### src/rtl/lbed_pkg.sv
// Package for the leading-bit-estimate divider.
// Holds shared constants, the sequencer state type and the add-unit control struct.
// No dependencies.
package lbed_pkg;

   // Width of every operand and result field on the channels.
   localparam int FIELD_WIDTH = 31;

   // Default datapath width of the divider.
   localparam int WORD_WIDTH_DEFAULT = 32;

   // Leading-bit positions and shift distances. The datapath is at most
   // FIELD_WIDTH + 3 bits wide, so six bits hold every position.
   localparam int POS_WIDTH = 6;

   typedef logic [POS_WIDTH-1:0] pos_type;

   // Sequencer states.
   typedef enum logic [2:0] {
      ST_IDLE,
      ST_LEAD_DIV,
      ST_LEAD_REM,
      ST_STEP,
      ST_FIX,
      ST_DONE
   } state_type;

   // Control for the shared shift-and-add unit.
   typedef struct packed {
      logic    sub;    // subtract the shifted divisor and raise the quotient
      pos_type shift;  // left shift applied to divisor and quotient weight
   } alu_ctrl_type;

endpackage

### src/rtl/lbed_if.sv
// Channel interfaces for the leading-bit-estimate divider.
// Depends on lbed_pkg for the field width.
interface lbed_req_if import lbed_pkg::*; ();
   logic                   valid;
   logic                   ready;
   logic [FIELD_WIDTH-1:0] dividend;
   logic [FIELD_WIDTH-1:0] divisor;

   modport source (output valid, output dividend, output divisor, input ready);
   modport sink   (input valid, input dividend, input divisor, output ready);
endinterface

interface lbed_rsp_if import lbed_pkg::*; ();
   logic                   valid;
   logic                   ready;
   logic [FIELD_WIDTH-1:0] quotient;
   logic [FIELD_WIDTH-1:0] remainder;
   logic                   divide_by_zero;

   modport source (output valid, output quotient, output remainder,
                   output divide_by_zero, input ready);
   modport sink   (input valid, input quotient, input remainder,
                   input divide_by_zero, output ready);
endinterface

### src/rtl/lbed_lead.sv
// Leading-bit position encoder of the divider.
// Depends on lbed_pkg for the position type.
module lbed_lead import lbed_pkg::*; #(
   parameter int DATA_WIDTH = 34
) (
   input  logic signed [DATA_WIDTH-1:0] value,
   output pos_type                      pos
);

   logic [DATA_WIDTH-1:0] mag;

   // A negative value is located by its leading zero, which is the leading
   // one of its complement.
   assign mag = value[DATA_WIDTH-1] ? ~value : value;

   always_comb begin
      pos = '0;
      for (int i = 0; i < DATA_WIDTH; i++) begin
         if (mag[i]) begin
            pos = POS_WIDTH'(i + 1);
         end
      end
   end

endmodule

### src/rtl/lbed_alu.sv
// Shared shift-and-add unit of the divider: moves the partial remainder by a
// shifted divisor and the quotient by the matching power of two.
// Depends on lbed_pkg for the control struct.
module lbed_alu import lbed_pkg::*; #(
   parameter int DATA_WIDTH = 34
) (
   input  alu_ctrl_type                 ctrl,
   input  logic signed [DATA_WIDTH-1:0] rem_cur,
   input  logic signed [DATA_WIDTH-1:0] quo_cur,
   input  logic        [DATA_WIDTH-1:0] divisor,
   output logic signed [DATA_WIDTH-1:0] rem_next,
   output logic signed [DATA_WIDTH-1:0] quo_next
);

   logic [DATA_WIDTH-1:0] shifted;
   logic [DATA_WIDTH-1:0] weight;

   assign shifted = divisor << ctrl.shift;
   assign weight  = {{(DATA_WIDTH-1){1'b0}}, 1'b1} << ctrl.shift;

   always_comb begin
      if (ctrl.sub) begin
         rem_next = rem_cur - signed'(shifted);
         quo_next = quo_cur + signed'(weight);
      end else begin
         rem_next = rem_cur + signed'(shifted);
         quo_next = quo_cur - signed'(weight);
      end
   end

endmodule

### src/rtl/leading_bit_estimate_divider_unit.sv
// Leading-bit-estimate integer divider, top level with its sequencer.
// Depends on lbed_pkg, lbed_if, lbed_lead and lbed_alu.
//
// The req channel carries one item: an unsigned dividend and divisor. The rsp
// channel returns one item per request: the floor quotient, the remainder and
// a divide-by-zero flag. Both channels use valid/ready; an item moves at a
// rising clock edge where both are high.
//
// The block handles one item at a time. req ready is high only while the
// sequencer is idle. An item first has its divisor's leading-bit position
// encoded. Each reduction step then encodes the partial remainder's position
// and adds or subtracts the shifted divisor in the shared adder. Each step
// lowers the remainder's position by at least one, so there are at most
// OPW - 1 steps, where OPW is the operand width (31 at the default width). A
// correction follows: at most two additions or one subtraction, then a final
// check that finds the remainder in range. The next item is taken only after
// the result has been taken on rsp and the sequencer is back in idle. A zero
// divisor goes straight to the done state, so its result is valid in the
// cycle after the item is taken.
//
// The result stays valid and stable until rsp ready is seen; no new request is
// taken meanwhile. A synchronous reset returns the sequencer to idle and drops
// rsp valid; the datapath registers are not reset.
module leading_bit_estimate_divider_unit import lbed_pkg::*; #(
   parameter int WORD_WIDTH = WORD_WIDTH_DEFAULT
) (
   input  logic          clock,
   input  logic          reset,
   lbed_req_if.sink      req_ch,
   lbed_rsp_if.source    rsp_ch
);

   // Operand width: one bit below the word width, capped by the field width.
   localparam int OPW = (WORD_WIDTH - 1 < FIELD_WIDTH) ? (WORD_WIDTH - 1) : FIELD_WIDTH;
   // Signed datapath width: room for a remainder down to minus twice the
   // divisor and for a divisor shifted up to the remainder's position.
   localparam int RW  = OPW + 3;
   // Step counter width, able to hold WORD_WIDTH + 1.
   localparam int GW  = $clog2(WORD_WIDTH + 2);

   state_type             state_ff, state_in;
   logic signed [RW-1:0]  rem_ff, rem_in;
   logic signed [RW-1:0]  quo_ff, quo_in;
   logic [RW-1:0]         div_ff, div_in;
   pos_type               px_ff, px_in;
   pos_type               shift_ff, shift_in;
   logic [GW-1:0]         guard_ff, guard_in;
   logic                  dbz_ff, dbz_in;

   logic [RW-1:0]         div_req;
   logic signed [RW-1:0]  lead_value;
   pos_type               lead_pos;
   alu_ctrl_type          alu_ctrl;
   logic signed [RW-1:0]  alu_rem;
   logic signed [RW-1:0]  alu_quo;
   logic                  req_fire;
   logic                  rsp_fire;

   assign div_req  = RW'(req_ch.divisor[OPW-1:0]);
   assign req_fire = req_ch.valid && req_ch.ready;
   assign rsp_fire = rsp_ch.valid && rsp_ch.ready;

   // One encoder serves both the divisor and the partial remainder.
   assign lead_value = (state_ff == ST_LEAD_DIV) ? signed'(div_ff) : rem_ff;

   lbed_lead #(
      .DATA_WIDTH (RW)
   ) u_lead (
      .value (lead_value),
      .pos   (lead_pos)
   );

   lbed_alu #(
      .DATA_WIDTH (RW)
   ) u_alu (
      .ctrl     (alu_ctrl),
      .rem_cur  (rem_ff),
      .quo_cur  (quo_ff),
      .divisor  (div_ff),
      .rem_next (alu_rem),
      .quo_next (alu_quo)
   );

   always_ff @(posedge clock) begin
      if (reset) begin
         state_ff <= ST_IDLE;
      end else begin
         state_ff <= state_in;
      end
      rem_ff   <= rem_in;
      quo_ff   <= quo_in;
      div_ff   <= div_in;
      px_ff    <= px_in;
      shift_ff <= shift_in;
      guard_ff <= guard_in;
      dbz_ff   <= dbz_in;
   end

   always_comb begin
      state_in       = state_ff;
      rem_in         = rem_ff;
      quo_in         = quo_ff;
      div_in         = div_ff;
      px_in          = px_ff;
      shift_in       = shift_ff;
      guard_in       = guard_ff;
      dbz_in         = dbz_ff;
      req_ch.ready   = 1'b0;
      alu_ctrl.sub   = ~rem_ff[RW-1];
      alu_ctrl.shift = '0;

      case (state_ff)
         ST_IDLE: begin
            req_ch.ready = 1'b1;
            if (req_fire) begin
               div_in   = div_req;
               quo_in   = '0;
               guard_in = '0;
               if (div_req == '0) begin
                  rem_in   = '0;
                  dbz_in   = 1'b1;
                  state_in = ST_DONE;
               end else begin
                  rem_in   = RW'(req_ch.dividend[OPW-1:0]);
                  dbz_in   = 1'b0;
                  state_in = ST_LEAD_DIV;
               end
            end
         end
         ST_LEAD_DIV: begin
            px_in    = lead_pos;
            state_in = ST_LEAD_REM;
         end
         ST_LEAD_REM: begin
            // Keep reducing while the remainder sits above the divisor.
            if ((lead_pos > px_ff) && (guard_ff <= GW'(WORD_WIDTH))) begin
               shift_in = lead_pos - px_ff;
               state_in = ST_STEP;
            end else begin
               state_in = ST_FIX;
            end
         end
         ST_STEP: begin
            alu_ctrl.shift = shift_ff;
            rem_in         = alu_rem;
            quo_in         = alu_quo;
            guard_in       = guard_ff + 1'b1;
            state_in       = ST_LEAD_REM;
         end
         ST_FIX: begin
            // A negative remainder takes the divisor back; a nonnegative one
            // gives it up once more only if the difference stays nonnegative.
            if (rem_ff[RW-1] || !alu_rem[RW-1]) begin
               rem_in = alu_rem;
               quo_in = alu_quo;
            end else begin
               state_in = ST_DONE;
            end
         end
         ST_DONE: begin
            if (rsp_fire) begin
               state_in = ST_IDLE;
            end
         end
         default: begin
            state_in = ST_IDLE;
         end
      endcase
   end

   // The final quotient and remainder are nonnegative and below 2**OPW.
   assign rsp_ch.valid          = (state_ff == ST_DONE);
   assign rsp_ch.quotient       = FIELD_WIDTH'(quo_ff[OPW-1:0]);
   assign rsp_ch.remainder      = FIELD_WIDTH'(rem_ff[OPW-1:0]);
   assign rsp_ch.divide_by_zero = dbz_ff;

endmodule

### src/flat_wrapper.sv
// flat-port wrapper written by rule: the top's interface ports become plain ports
module leading_bit_estimate_divider_unit_flat import lbed_pkg::*;
#(
   parameter int WORD_WIDTH = WORD_WIDTH_DEFAULT
)
  (clock, reset, req_ch_valid, req_ch_dividend, req_ch_divisor, req_ch_ready, rsp_ch_valid, rsp_ch_quotient, rsp_ch_remainder, rsp_ch_divide_by_zero, rsp_ch_ready);
  lbed_req_if req_ch_i ();
  lbed_rsp_if rsp_ch_i ();
  input  logic clock;
  input  logic reset;
  input wire logic [$bits(req_ch_i.valid)-1:0] req_ch_valid;
  input wire logic [$bits(req_ch_i.dividend)-1:0] req_ch_dividend;
  input wire logic [$bits(req_ch_i.divisor)-1:0] req_ch_divisor;
  output wire logic [$bits(req_ch_i.ready)-1:0] req_ch_ready;
  output wire logic [$bits(rsp_ch_i.valid)-1:0] rsp_ch_valid;
  output wire logic [$bits(rsp_ch_i.quotient)-1:0] rsp_ch_quotient;
  output wire logic [$bits(rsp_ch_i.remainder)-1:0] rsp_ch_remainder;
  output wire logic [$bits(rsp_ch_i.divide_by_zero)-1:0] rsp_ch_divide_by_zero;
  input wire logic [$bits(rsp_ch_i.ready)-1:0] rsp_ch_ready;
  assign req_ch_i.valid = req_ch_valid;
  assign req_ch_i.dividend = req_ch_dividend;
  assign req_ch_i.divisor = req_ch_divisor;
  assign req_ch_ready = req_ch_i.ready;
  assign rsp_ch_valid = rsp_ch_i.valid;
  assign rsp_ch_quotient = rsp_ch_i.quotient;
  assign rsp_ch_remainder = rsp_ch_i.remainder;
  assign rsp_ch_divide_by_zero = rsp_ch_i.divide_by_zero;
  assign rsp_ch_i.ready = rsp_ch_ready;
  leading_bit_estimate_divider_unit #(.WORD_WIDTH(WORD_WIDTH)) u_core (.clock(clock), .reset(reset), .req_ch(req_ch_i), .rsp_ch(rsp_ch_i));
endmodule
### config.mk
export PLATFORM = sky130hd
export DESIGN_NAME = leading_bit_estimate_divider_unit_flat
export DESIGN_NICKNAME = d
export VERILOG_FILES = /design/src/rtl/lbed_pkg.sv /design/src/rtl/lbed_if.sv /design/src/rtl/lbed_lead.sv /design/src/rtl/lbed_alu.sv /design/src/rtl/leading_bit_estimate_divider_unit.sv /design/src/flat_wrapper.sv
export SDC_FILE = /design/constraint.sdc
export NUM_CORES = 1
export LEC_CHECK = 0
export BUFFER_PORTS_ARGS = -buffer_cell sky130_fd_sc_hd__buf_2
export CAP_MARGIN = 20
export CORE_ASPECT_RATIO = 0.6
export CORE_MARGIN = 3
export CORE_UTILIZATION = 55
export DETAILED_ROUTE_END_ITERATION = 10
export GPL_ROUTABILITY_DRIVEN = 1
export GPL_TIMING_DRIVEN = 0
export PLACE_DENSITY = 0.76
export RECOVER_POWER = 100
export SLEW_MARGIN = 20
export SYNTH_ARGS = -nofsm -noshare
export SYNTH_HDL_FRONTEND = slang
export SYNTH_HIERARCHICAL = 1
export SYNTH_SLANG_ARGS = --single-unit
### constraint.sdc
create_clock -name clock -period 19.3 [get_ports clock]
set_input_delay 3.86 -clock clock [delete_from_list [all_inputs] [get_ports clock]]
set_output_delay 3.86 -clock clock [all_outputs]
set_load 0.01 [all_outputs]
==> impl_metrics.csv, run 1 <==
group,metric,value,unit
clocking,clkLatencyLatePin,0.45,ns
global_routing,antenna_found_initial,1,
critical_path,crit_top_cell,"clkbuf_1",
die,die_y,128,um
layout,drive_above_1_share,17.6,%
pwr,leakage,0.00605,uW
critical_path,arrival,13.75,ns
min_path,min_from,"u_core/state_ff[1]",
layout,final_nets,1899,
critical_path,crit_family,"buffers and inverters",
global_routing,gr-total-overflow,0,
die,dieArea,26700,um2
die,fp.dieW,209,um
clocking,cts_root_buf,"clkbuf_16",
layout,fill_cells,2096,
sta,max_clock_freq,0.0729,GHz
run_status,violations,"capacitance limit, slew limit",
pwr,vdd_drop_max,0.0679,mV
sta,min_period_over_period,71.0,%
clocking,cts_resized,0,
layout,regArea,3510,um2
global_routing,first_global_vias,12612,
route,dr.pass1.iters,7,
sta,clock-skew-final,0.0139,ns
min_path,min_path_cells,2,
placement,io_buffer_count,130,
route,viasPerCell,6.70,
sta,finalHoldViolations,0,
route,drt_iter0_markers,2307,
clocking,cts_tree,"yes",
sta,finalSetupViolations,0,
critical_path,cpPeakStageDelay,1.16,ns
die,io_pins,131,
clocking,numCtsBuffers,17,
route,wl_per_cell,25.1,um
clocking,hold_buffers,0,
clocking,htree_levels,4,
critical_path,reg2reg_slack,5.59,ns
run_status,status,"finished with violations",
die,core,23700,um2
placement,post-dp-hpwl,41.1,mm
layout,syn_to_final_growth,11.0,%
clocking,clk_pin_slew_worst_paths,0.06,ns
die,rows,43,
logic_synthesis,ys_warn_count,6,
sta,worst_pin_slew,2.24,ns
die,initial_utilization,57.4,%
critical_path,crit_type,"register to register",
clocking,postCtsSetupBuffers,0,
critical_path,cp.required,19.34,ns
clocking,cts.sinks,118,
global_routing,grt_usage,37.9,%
route,drtAntennaViolNets,0,
critical_path,worst_setup_path_end_kind,"register",
sta,slew_headroom,-50.5,%
critical_path,r2r_cells,37,
sta,setup_tns,0,ns
critical_path,critical_path.slowest_cell,"clkbuf_1",
route,drc_errors,0,
pwr,total_power,1700,uW
route,drt_wl_total,52.4,mm
layout,multiInputGateArea,8890,um2
min_path,hold_end,"u_core/state_ff[1]",
clocking,cts_buffer_depth,2,
critical_path,critical_path_buf_inv_count,10,
critical_path,setup.worst_path.start_class,"register",
critical_path,r2r-end,"u_core/quo_ff[30]",
sta,rsz0062_at_grt,"false",
global_routing,grt_max_degree,25,
placement,globalplace.congestion,1.06,
global_routing,grt_pass1_wl,76.9,mm
logic_synthesis,postSynthCellCount,1599,
critical_path,r2r-start,"u_core/state_ff[2]",
sta,period_needed,13.71,ns
critical_path,crit_path_start,"u_core/state_ff[2]",
logic_synthesis,syn_avg_cell_area,8.51,um2
layout,fin_util,63.7,%
run,cap_violations,4,
min_path,hp-class,"register to register",
pwr,power_density,112,nW/um2
sta,drv_slew,64,
logic_synthesis,synthesis.area,13600,um2
critical_path,cp_max_fo,23,
route,vias,13974,
[report_power, final]
part	internal (uW)	total (uW)	switching, uW
Combinational	392	975	583
Sequential	344	390	45.3
Clock	197	334	138
Total	934	1700	766
[registers in the layout, summed over array words and instances, names as in the netlist]
register                      cells
u_core/rem_ff                    34
u_core/shift_ff                   6
u_core/guard_ff                   6
u_core/state_ff                   3
u_core/div_ff                    31
u_core/quo_ff                    31
u_core/rsp_ch.divide_by_zero      1
u_core/px_ff                      6
[per-stage QoR]
stage / hold WS [ns] / instance area [um2] / instances / setup WS, ns
finish: 0.592 / 15100 / 2085 / 5.59
global route: 0.591 / 15100 / 2084 / 4.99
CTS: 0.605 / 15400 / 2084 / 9.12
detailed placement: 0.592 / 14800 / 2052 / 9.29
global placement: 0.589 / 14700 / 2048 / 2.61
floorplan: 0.548 / 13600 / 1603 / 7.92
[cells in the final DEF (no fill, tap or decap), types with 39 or more instances in the layout]
cell / count
xnor2_1: 71
edfxtp_1: 115
clkbuf_1: 92
nor2_1: 125
o21ai_0: 103
nand2_1: 168
ha_1: 74
mux2i_1: 39
a21oi_1: 113
a21o_1: 40
buf_2: 107
clkbuf_4: 59
inv_1: 59
mux2_2: 53
[worst max path at each step]
stage / endpoint / slack [ns] / depth (start not counted)
after global routing: u_core/quo_ff[29] / 4.99 / 37
after global placement: u_core/quo_ff[29] / 2.61 / 35
after detailed placement: u_core/quo_ff[29] / 9.29 / 37
after floorplan: u_core/quo_ff[0] / 7.92 / 35
final: u_core/quo_ff[30] / 5.59 / 37
after CTS: u_core/quo_ff[30] / 9.12 / 37
[layer usage]
metal	vias up	track usage (%)	share of wire, %
li1	6185	-	-
met1	6607	57.0	44
met2	1101	49.0	37
met3	79	18.0	17
met4	2	6.57	1.5
met5	-	0	0.025
[layout make-up]
class	count	area share (%)
multi-input combinational	1279	58.9
sequential	118	23.3
buffer	146	5.64
timing repair buffer	134	4.12
clock buffer	18	2.91
tap	315	2.61
inverter	60	1.49
clock inverter	14	1.09
antenna	1	0.0166
[worst register-to-register path, delay by kind of cell, from the launching register on]
| family | cells | cell delay (ns) |
|---|---|---|
| compound gates | 9 | 3.00 |
| xor+xnor | 2 | 0.54 |
| fa+ha+maj | 2 | 0.55 |
| buf+inv | 10 | 5.75 |
| flops | 1 | 0.30 |
| simple gates | 14 | 3.16 |
Power figures use the tool's default switching activity.
==> inputs of run 2 (changes only) <==
--- a/config.mk
+++ b/config.mk
@@ -13,7 +13,7 @@
 export DETAILED_ROUTE_END_ITERATION = 10
 export GPL_ROUTABILITY_DRIVEN = 1
 export GPL_TIMING_DRIVEN = 0
-export PLACE_DENSITY = 0.76
+export PLACE_DENSITY = 0.79
 export RECOVER_POWER = 100
 export SLEW_MARGIN = 20
 export SYNTH_ARGS = -nofsm -noshare
==> constraint.sdc (replaced) <==
create_clock -name clock -period 11.7 [get_ports clock]
set_input_delay 2.34 -clock clock [delete_from_list [all_inputs] [get_ports clock]]
set_output_delay 2.34 -clock clock [all_outputs]
set_load 0.01 [all_outputs]
==> impl_metrics.csv, run 2 (synthesis results as in run 1) <==
group,metric,value,unit
critical_path,cpPeakStageDelay,0.73,ns
route,drtAntennaViolNets,0,
global_routing,antenna_found_initial,1,
route,wl_per_cell,24.8,um
layout,final_cell_mix,"nand2_1 (168), nor2_1 (125), edfxtp_1 (115)",
min_path,hp-class,"register to register",
clocking,hold_buffers,0,
critical_path,r2r_cells,37,
layout,reg_top3,"u_core/rem_ff: 34 flops, u_core/div_ff: 31 flops, u_core/quo_ff: 31 flops",
die,rows,43,
sta,max_clock_freq,0.0890,GHz
layout,fill_cells,2098,
layout,max_flop_register,"u_core/rem_ff",
die,dieArea,26700,um2
placement,post-dp-hpwl,41.3,mm
route,drt_wl_total,51.6,mm
sta,finalHoldViolations,0,
pwr,power_density,184,nW/um2
pwr,p_int,1550,uW
pwr,combPwrFrac,57.9,%
clocking,cts_buffer_depth,2,
pwr,p_switching,1250,uW
critical_path,crit_type,"register to register",
critical_path,arrival,11.40,ns
sta,clock-skew-final,0.0125,ns
critical_path,critical_path.slowest_cell,"nor3_1",
critical_path,worst_setup_path_end_kind,"register",
layout,final_common_cell,"nand2_1",
die,initial_utilization,57.4,%
clocking,cts.sinks,118,
run,cap_violations,2,
placement,io_buffer_count,130,
sta,drv_slew,16,
sta,setup_tns,0,ns
die,io_pins,131,
critical_path,crit_top_cell,"clkbuf_1",
global_routing,grt_max_degree,24,
global_routing,grt_pass1_wl,76.8,mm
global_routing,grt_usage,37.9,%
critical_path,setup.worst_path.start_class,"register",
route,dr.pass1.iters,10,
pwr,p_clk_share,19.1,%
die,core,23700,um2
clocking,cts_root_buf,"clkbuf_16",
sta,period_needed,11.24,ns
sta,slew_headroom,-31.9,%
global_routing,first_global_vias,12650,
sta,rsz0062_at_grt,"false",
layout,drive_above_1_share,18.3,%
sta,min_period_over_period,96.1,%
sta,finalSetupViolations,0,
route,drt_iter0_markers,1808,
route,vias,13935,
run_status,violations,"capacitance limit, slew limit",
min_path,min_path_cells,2,
pwr,leakage,0.00609,uW
run_status,status,"finished with violations",
clocking,postCtsSetupBuffers,0,
pwr,seqPwrFrac,22.9,%
critical_path,cp_max_fo,23,
die,fp.dieW,209,um
pwr,vdd_drop_max,0.130,mV
clocking,clkLatencyLatePin,0.45,ns
sta,worst_pin_slew,1.96,ns
layout,syn_to_final_growth,11.7,%
global_routing,gr-total-overflow,0,
die,die_y,128,um
clocking,clk_pin_slew_worst_paths,0.06,ns
pwr,total_power,2800,uW
route,viasPerCell,6.69,
clocking,cts_resized,0,
layout,antenna_cells,0,
layout,final_nets,1899,
clocking,numCtsBuffers,17,
route,drc_errors,0,
clocking,htree_levels,4,
layout,largest_reg_flops,34,
placement,globalplace.congestion,1.04,
layout,fin_util,64.1,%
pwr,switching_share,44.6,%
critical_path,cp.required,11.86,ns
clocking,cts_tree,"yes",
## run 2: cell types whose count changed in the layout (fill, tap and decap cells not counted), moves of 2 or more
cell and change:
buf_6 +3, o21ai_0 +2, buf_2 +4, clkbuf_1 -10
and2_1 -4, buf_16 +3, inv_6 -2, buf_4 -2
o21ai_1 -2, and2_0 +4, clkbuf_4 +2
## run 2: area by class of cell
class / count / area (um2) / area share [%]
multi-input combinational: 1279 / 8900 / 58.6
sequential: 118 / 3510 / 23.1
buffer: 146 / 876 / 5.76
timing repair buffer: 134 / 699 / 4.60
clock buffer: 19 / 443 / 2.91
tap: 315 / 394 / 2.59
inverter: 60 / 225 / 1.48
clock inverter: 13 / 149 / 0.980
## run 2: path summary, 6_finish.rpt
check                           slack, ns            endpoint                from
worst max-delay path                 0.46   u_core/quo_ff[19]  u_core/state_ff[2]
worst min-delay path                 0.59  u_core/state_ff[1]  u_core/state_ff[1]
worst max register to register       0.46   u_core/quo_ff[19]  u_core/state_ff[2]
worst min register to register       0.59  u_core/state_ff[1]  u_core/state_ff[1]
## run 2: layer usage
layer | GRT usage, % | share of wire [%]
met4 | 7.40 | 1.6
met3 | 17.7 | 17
met1 | 56.2 | 44
met2 | 49.8 | 37
met5 | 1.09 | 0.091
## run 2: per-stage QoR
step	cells	hold WS, ns	cell area [um2]	setup WS, ns
6_report	2084	0.585	15200	0.460
5_1_grt	2084	0.628	15200	0.190
4_1_cts	2084	0.610	15400	1.20
3_5_place_dp	2052	0.600	14800	1.24
3_3_place_gp	2048	0.579	14700	-5.22
2_1_floorplan	1603	0.548	13600	0.317
## run 2: power by group through the flow
stage	Clock [uW]	Sequential, uW	Combinational, uW
global route	563	648	1740
floorplan	0	618	1160
detailed placement	0	646	1570
finish	536	641	1620
global placement	0	661	1510
CTS	543	639	1580
## run 2: worst max-delay path, delay by kind of cell (launching register included)
family	cells	cell delay [ns]
and+or+nand+nor	14	3.30
buffers and inverters	10	3.35
AOI/OAI and AO/OA	9	2.76
adders and majority gates	2	0.59
DFF	1	0.29
xor gates and xnor gates	2	0.60
